<file path="src/design/stbs_pkg.sv">
// Shared types and constants for the sorted-table binary search block.
package stbs_pkg;

    localparam int SLOT_W  = 10;
    localparam int TEXT_W  = 64;
    localparam int NUM_W   = 32;
    localparam int POS_W   = 16;
    localparam int COUNT_W = 11;
    localparam int APB_DW  = 32;
    localparam int PADDR_W = 3;

    // Request operation codes
    localparam logic OP_LOAD   = 1'b0;
    localparam logic OP_SEARCH = 1'b1;

    // Register index (paddr[2])
    localparam logic REG_ENTRY_COUNT = 1'b0;

    // Microcode program steps
    typedef enum logic [1:0] {
        S_IDLE,
        S_SETUP,
        S_PROBE,
        S_EMIT
    } t_step;

    // Jump conditions
    typedef enum logic [1:0] {
        C_REQ,
        C_LOAD,
        C_DONE,
        C_OUT_BUSY
    } t_cond;

    // One control word of the program
    typedef struct packed {
        t_cond cond;
        t_step jmp_true;
        t_step jmp_false;
        logic  idle;
        logic  init;
        logic  write;
        logic  probe;
        logic  emit;
    } t_uword;

    // Status from the datapath to the sequencer
    typedef struct packed {
        logic req;
        logic is_load;
        logic done;
        logic out_busy;
    } t_flags;

endpackage

</file>
<file path="src/design/stbs_seq.sv">
// Microcode sequencer: program counter, control-word ROM and jump logic.
module stbs_seq (
    input  logic            i_clk,
    input  logic            i_rst_n,
    input  stbs_pkg::t_flags i_flags,
    output stbs_pkg::t_uword o_uword
);
    import stbs_pkg::*;

    t_step r_pc;
    t_step n_pc;
    logic  take;

    function automatic t_uword rom(input t_step pc);
        t_uword w;
        w = '{cond: C_REQ, jmp_true: S_IDLE, jmp_false: S_IDLE,
              idle: 1'b0, init: 1'b0, write: 1'b0, probe: 1'b0, emit: 1'b0};
        case (pc)
            S_IDLE: begin
                // wait for a request
                w.cond      = C_REQ;
                w.jmp_true  = S_SETUP;
                w.jmp_false = S_IDLE;
                w.idle      = 1'b1;
            end
            S_SETUP: begin
                // write a load record, or open the search range
                w.cond      = C_LOAD;
                w.jmp_true  = S_IDLE;
                w.jmp_false = S_PROBE;
                w.init      = 1'b1;
                w.write     = 1'b1;
            end
            S_PROBE: begin
                w.cond      = C_DONE;
                w.jmp_true  = S_EMIT;
                w.jmp_false = S_PROBE;
                w.probe     = 1'b1;
            end
            S_EMIT: begin
                w.cond      = C_OUT_BUSY;
                w.jmp_true  = S_EMIT;
                w.jmp_false = S_IDLE;
                w.emit      = 1'b1;
            end
            default: begin
                w.cond      = C_REQ;
                w.jmp_true  = S_IDLE;
                w.jmp_false = S_IDLE;
            end
        endcase
        return w;
    endfunction

    always_comb begin
        o_uword = rom(r_pc);
        case (o_uword.cond)
            C_REQ:      take = i_flags.req;
            C_LOAD:     take = i_flags.is_load;
            C_DONE:     take = i_flags.done;
            C_OUT_BUSY: take = i_flags.out_busy;
            default:    take = 1'b0;
        endcase
        n_pc = take ? o_uword.jmp_true : o_uword.jmp_false;
    end

    always_ff @(posedge i_clk) begin
        if (!i_rst_n) begin
            r_pc <= S_IDLE;
        end else begin
            r_pc <= n_pc;
        end
    end

endmodule

</file>
<file path="config.mk">
export PLATFORM = sky130hd
export DESIGN_NAME = stbs_seq
export DESIGN_NICKNAME = d
export VERILOG_FILES = /design/src/design/stbs_pkg.sv /design/src/design/stbs_seq.sv
export SDC_FILE = /design/constraint.sdc
export NUM_CORES = 1
export LEC_CHECK = 0
export BUFFER_PORTS_ARGS = -buffer_cell sky130_fd_sc_hd__buf_2
export CAP_MARGIN = 20
export CELL_PAD_IN_SITES_DETAIL_PLACEMENT = 0
export CELL_PAD_IN_SITES_GLOBAL_PLACEMENT = 1
export CORE_AREA = 2 2 39 41
export CTS_CLUSTER_SIZE = 28
export DETAILED_ROUTE_END_ITERATION = 6
export DIE_AREA = 0 0 41 43
export PLACE_DENSITY = 0.69
export SYNTH_ARGS = -nofsm -noshare
export SYNTH_HDL_FRONTEND = slang
export SYNTH_SLANG_ARGS = --single-unit
</file>
<file path="constraint.sdc">
create_clock -name i_clk -period 1.43 [get_ports i_clk]
set_input_delay 0.286 -clock i_clk [delete_from_list [all_inputs] [get_ports i_clk]]
set_output_delay 0.286 -clock i_clk [all_outputs]
set_load 0.01 [all_outputs]
</file>
Word-level counts from Yosys, hierarchy flattened
Index checks and enable logic that the tools add are counted.
{ "totals": {"reg_bits": 2, "wordCells": 16, "input_bits": 6} }
{ "op_classes": {"n_mux": 7, "reduce_logical": 2, "eq_ne": 6} }
{ "op_table": {"columns": ["op", "count"], "rows": [
  ["case mux 6 bit (4 select lines)", 1],
  ["== test 2 bit (second input constant)", 4],
  ["== test 2 x 1 -> 1 bit (second input constant)", 2],
  ["zero test 2 bit", 2],
  ["two-way mux 2 bit", 2],
  ["case mux 1 bit (4 select lines)", 1],
  ["two-way mux 1 bit", 3]
]} }

Depth between registers and ports, before layout
{ "depth": {"ltp_word": 5, "ltp_mapped": 5, "depth_no_buf": 5} }

Worst setup path after synthesis
OpenSTA, ideal clock, no wires.
{ "synth_path": {"kind": "register to output", "startpoint": "register r_pc[0]", "endpoint": "output o_uword[10] in the netlist's numbering", "n_path_buf": 1, "stages_incl_launch_ff": 5, "path_slack_ps": -74, "arrival_time_ps": 1218, "cell_sequence": "dfxtp_1 -> inv_1 -> ha_1 -> or2_2 -> buf_4"} }
{ "synth_lines": {"columns": ["element", "line", "rtl"], "rows": [
  ["start, declared", "stbs_seq.sv:10", "t_step r_pc;"],
  ["start signal, assigned", "stbs_seq.sv:71", "r_pc <= n_pc;"],
  ["end, declared", "stbs_seq.sv:6", "output stbs_pkg::t_uword o_uword"]
]} }

==> flow_metrics.env <==
export IMPL_status="finished with violations"
export IMPL_violations="setup timing"
export IMPL_post_route_worst_setup_slack_ns=-0.0152
export IMPL_synth_cells_most_frequent="8 x ha_1, 3 x buf_4, 3 x inv_1, 3 x nand2_1"
export IMPL_path_delay_family="flip-flops"
export IMPL_initial_utilization_pct=17.9
export IMPL_pwr_share_clk_pct=18.3
export IMPL_diodes=0
export IMPL_combPwrFrac_pct=65.3
export IMPL_pin_count_of_the_biggest_net_entering_global_routing=6
export IMPL_worstSkewPairLatency_ns=0.22
export IMPL_fin_area_sq_um=417
export IMPL_p_int_mw=0.398
export IMPL_worst_hold_path_num_cells=3
export IMPL_hp_start="i_rst_n"
export IMPL_seq_power_share_pct=16.4
export IMPL_final_min_clock_period_ns=1.45
export IMPL_top_regs="r_pc x2"
export IMPL_cellLeakagePower_nw=0.208
export IMPL_avgRoutedWirePerCell_um=10.3
export IMPL_cts_inserted_buffers=3
export IMPL_flip_flop_count_of_the_largest_register_after_layout=2
export IMPL_finalWirelength_um=629
export IMPL_cts_htree_levels=1
export IMPL_drt_pass1_iterations=2
export IMPL_clk_root_buffer_cell="clkbuf_4"
export IMPL_grt_usage_pct=8.01
export IMPL_synthCells=28
export IMPL_die_y_um=43
export IMPL_timing_max_cap_violations=0
export IMPL_netSwitchingFraction_pct=43.0
export IMPL_critical_path_arrival_ns=1.16
export IMPL_vdd_ir_drop_max_uv=302
export IMPL_timing_hold_ws_ns=0.330
export IMPL_detail_route_iter0_violations=2
export IMPL_globalRoute_totalOverflow=0
export IMPL_antenna_found_initial=0
export IMPL_r2r_end="r_pc[1]$_SDFF_PN0_"
export IMPL_vias_per_cell=3.98
export IMPL_nets_in_the_synthesized_netlist=42
export IMPL_critPathSlowestCell="dfxtp_4"
export IMPL_netlist_area_sq_um=248
export IMPL_ys_async_sr_fraction_pct=0
export IMPL_crit_path_category="flip-flop to output pin"
export IMPL_critical_path_peak_fanout=5
export IMPL_place_congestion=0.605
export IMPL_yosysMostFrequentCell="ha_1"
export IMPL_synth_area_leaders="ha_1 40%, dfxtp_1 16%, buf_4 9.1%"
export IMPL_synthDominantCellAreaShare_pct=40.4
export IMPL_timing_hold_worst_class="input pin to flip-flop"
export IMPL_synthToLayoutAreaGrowth_pct=68.2
export IMPL_stages_on_the_worst_setup_path=3
export IMPL_floorplan_core_area_sq_um=1380
export IMPL_clockBufferDepth=2
export IMPL_routed_via_count=243
export IMPL_setup_worst_path_start_class="flip-flop"
export IMPL_synth_area_per_cell_sq_um=8.85
export IMPL_yosysTopAreaCell="ha_1"
export IMPL_die_width_um=41
export IMPL_antenna_left=0
export IMPL_rows=14
export IMPL_cts_sinks=2
export IMPL_place_detailed_hpwl_um=447
export IMPL_synth_seq_cells=2
export IMPL_registers_top_by_ff_count="r_pc"
export IMPL_grt_pass1_wl_um=903
export IMPL_ys_dominant_reg_cell="dfxtp_1"
export IMPL_post_synth_num_cell_types=13
export IMPL_dpl_worst_slack_ns=0.0531
export IMPL_setup_worst_path_end_class="output pin"
export IMPL_drcViolationCount=0
export IMPL_postLayoutCoreUtil_pct=30.1
export IMPL_power_density_nw_per_um2=1670
export IMPL_worst_hold_path_endpoint="r_pc[1]$_SDFF_PN0_"
export IMPL_maxSlewViolCount=0
export IMPL_critical_r2r_launch="r_pc[0]$_SDFF_PN0_"
export IMPL_clk_transition_reported_paths_ns=0.03
export IMPL_cts_tree="built"
export IMPL_die_area_sq_um=1760
export IMPL_postCtsHoldBufs=0
export IMPL_final_layout_size_suffix_gt1_share_pct=68.9
export IMPL_synth_sequential_area_ratio_pct=16.2
export IMPL_fin_skew_ns=0.000664
export IMPL_cpPeakStageDelay_ns=0.36
export IMPL_fmaxAchievable_ghz=0.692
export IMPL_ios=17
export IMPL_layout_nets=61
export IMPL_finalSetupViolations=2
export IMPL_port_buffers=15
export IMPL_post_synth_edffs=0
export IMPL_rsz0062_at_grt="true"
export IMPL_hold_viol_final=0
export IMPL_net_switching_power_mw=0.300
export IMPL_grt_pass1_vias=217
export IMPL_required_ns=1.14
export IMPL_timing_reg2reg_worst_path_depth=5
export IMPL_path_cells="ha_2 -> or2_4 -> buf_6"
export IMPL_r2r_setup_slack_ns=0.06
export IMPL_post_route_period_util_pct=101
export IMPL_critical_path_buf_inv_count=1
export IMPL_ys_warn_count=0
export IMPL_dpl_instance_area_sq_um=324
==> how the worst max path moves through the flow <==
stage | startpoint | to
global route | r_pc[1]$_SDFF_PN0_ | o_uword[8]
floorplan | r_pc[0]$_SDFF_PN0_ | o_uword[10]
CTS | r_pc[1]$_SDFF_PN0_ | o_uword[8]
finish | r_pc[1]$_SDFF_PN0_ | o_uword[8]
detailed placement | r_pc[0]$_SDFF_PN0_ | o_uword[8]
global placement | r_pc[1]$_SDFF_PN0_ | r_pc[1]$_SDFF_PN0_
==> cells in the final DEF, fill, tap and decap left out <==
cell      count
inv_2         1
ha_2          2
buf_2        13
or2_4         1
ha_1          4
inv_1         1
a21oi_2       1
inv_4         1
nor2_1        2
clkbuf_4      3
mux2i_1       1
buf_6         2
conb_1        1
buf_4         2
a221oi_2      1
nor4b_1       1
nor2b_1       1
nand2_1       3
ha_4          2
dfxtp_4       2
==> final cells by class <==
type,count,area (sq um)
multi-input cells,20,210
clock buffers,3,22.5
inverters,3,13.8
flip-flops and latches,2,47.5
repair buffers,17,103
well taps,16,20.0
fillers,148,967
==> routing by layer <==
layer,share of wire (%),global-route usage [%],vias up
met2,55,11.3,8
met1,39,8.92,114
met3,5.4,2.09,0
li1,-,-,121
met5,0,0,-
met4,0,8.00,0
==> through the flow <==
| stage | power, mW | TNS, ns | instances |
|---|---|---|---|
| floorplan | 0.359 | 0 | 28 |
| global placement | 0.463 | 0 | 56 |
| detailed placement | 0.457 | 0 | 56 |
| CTS | 0.672 | -0.0727 | 60 |
| global route | 0.759 | -0.134 | 61 |
| finish | 0.698 | -0.0300 | 61 |
==> kinds of logic after synthesis <==
kind of cell,after synthesis,share of synthesized area (%)
adder cells (fa/ha/maj),8,40.4
AND/OR/NAND/NOR,8,16.2
other,1,1.51
buffers and inverters,6,13.6
AO/OA/AOI/OAI,2,8.08
multiplexers,1,4.04
flip-flops,2,16.2
==> power groups by stage <==
stage	registers, mW	clock network (mW)	logic, mW
global placement	0.101	0	0.362
floorplan	0.0964	0	0.263
finish	0.115	0.128	0.455
global route	0.118	0.136	0.505
detailed placement	0.102	0	0.355
CTS	0.114	0.135	0.423
==> worst reg2reg max path: stages (launching register included) <==
cell and delay (ns):
dfxtp_4 0.35, buf_4 0.15, ha_1 0.20, a221oi_2 0.32
a21oi_2 0.10, mux2i_1 0.13
==> repair_timing <==
action / in CTS / in global routing
cloned: 0 / 0
pin swaps: 1 / 0
setup buffers: 1 / 1
gates resized for setup: 11 / 4
endpoints found under the setup margin: 6 / 7
Note: power is estimated with default switching activity, not from simulation.
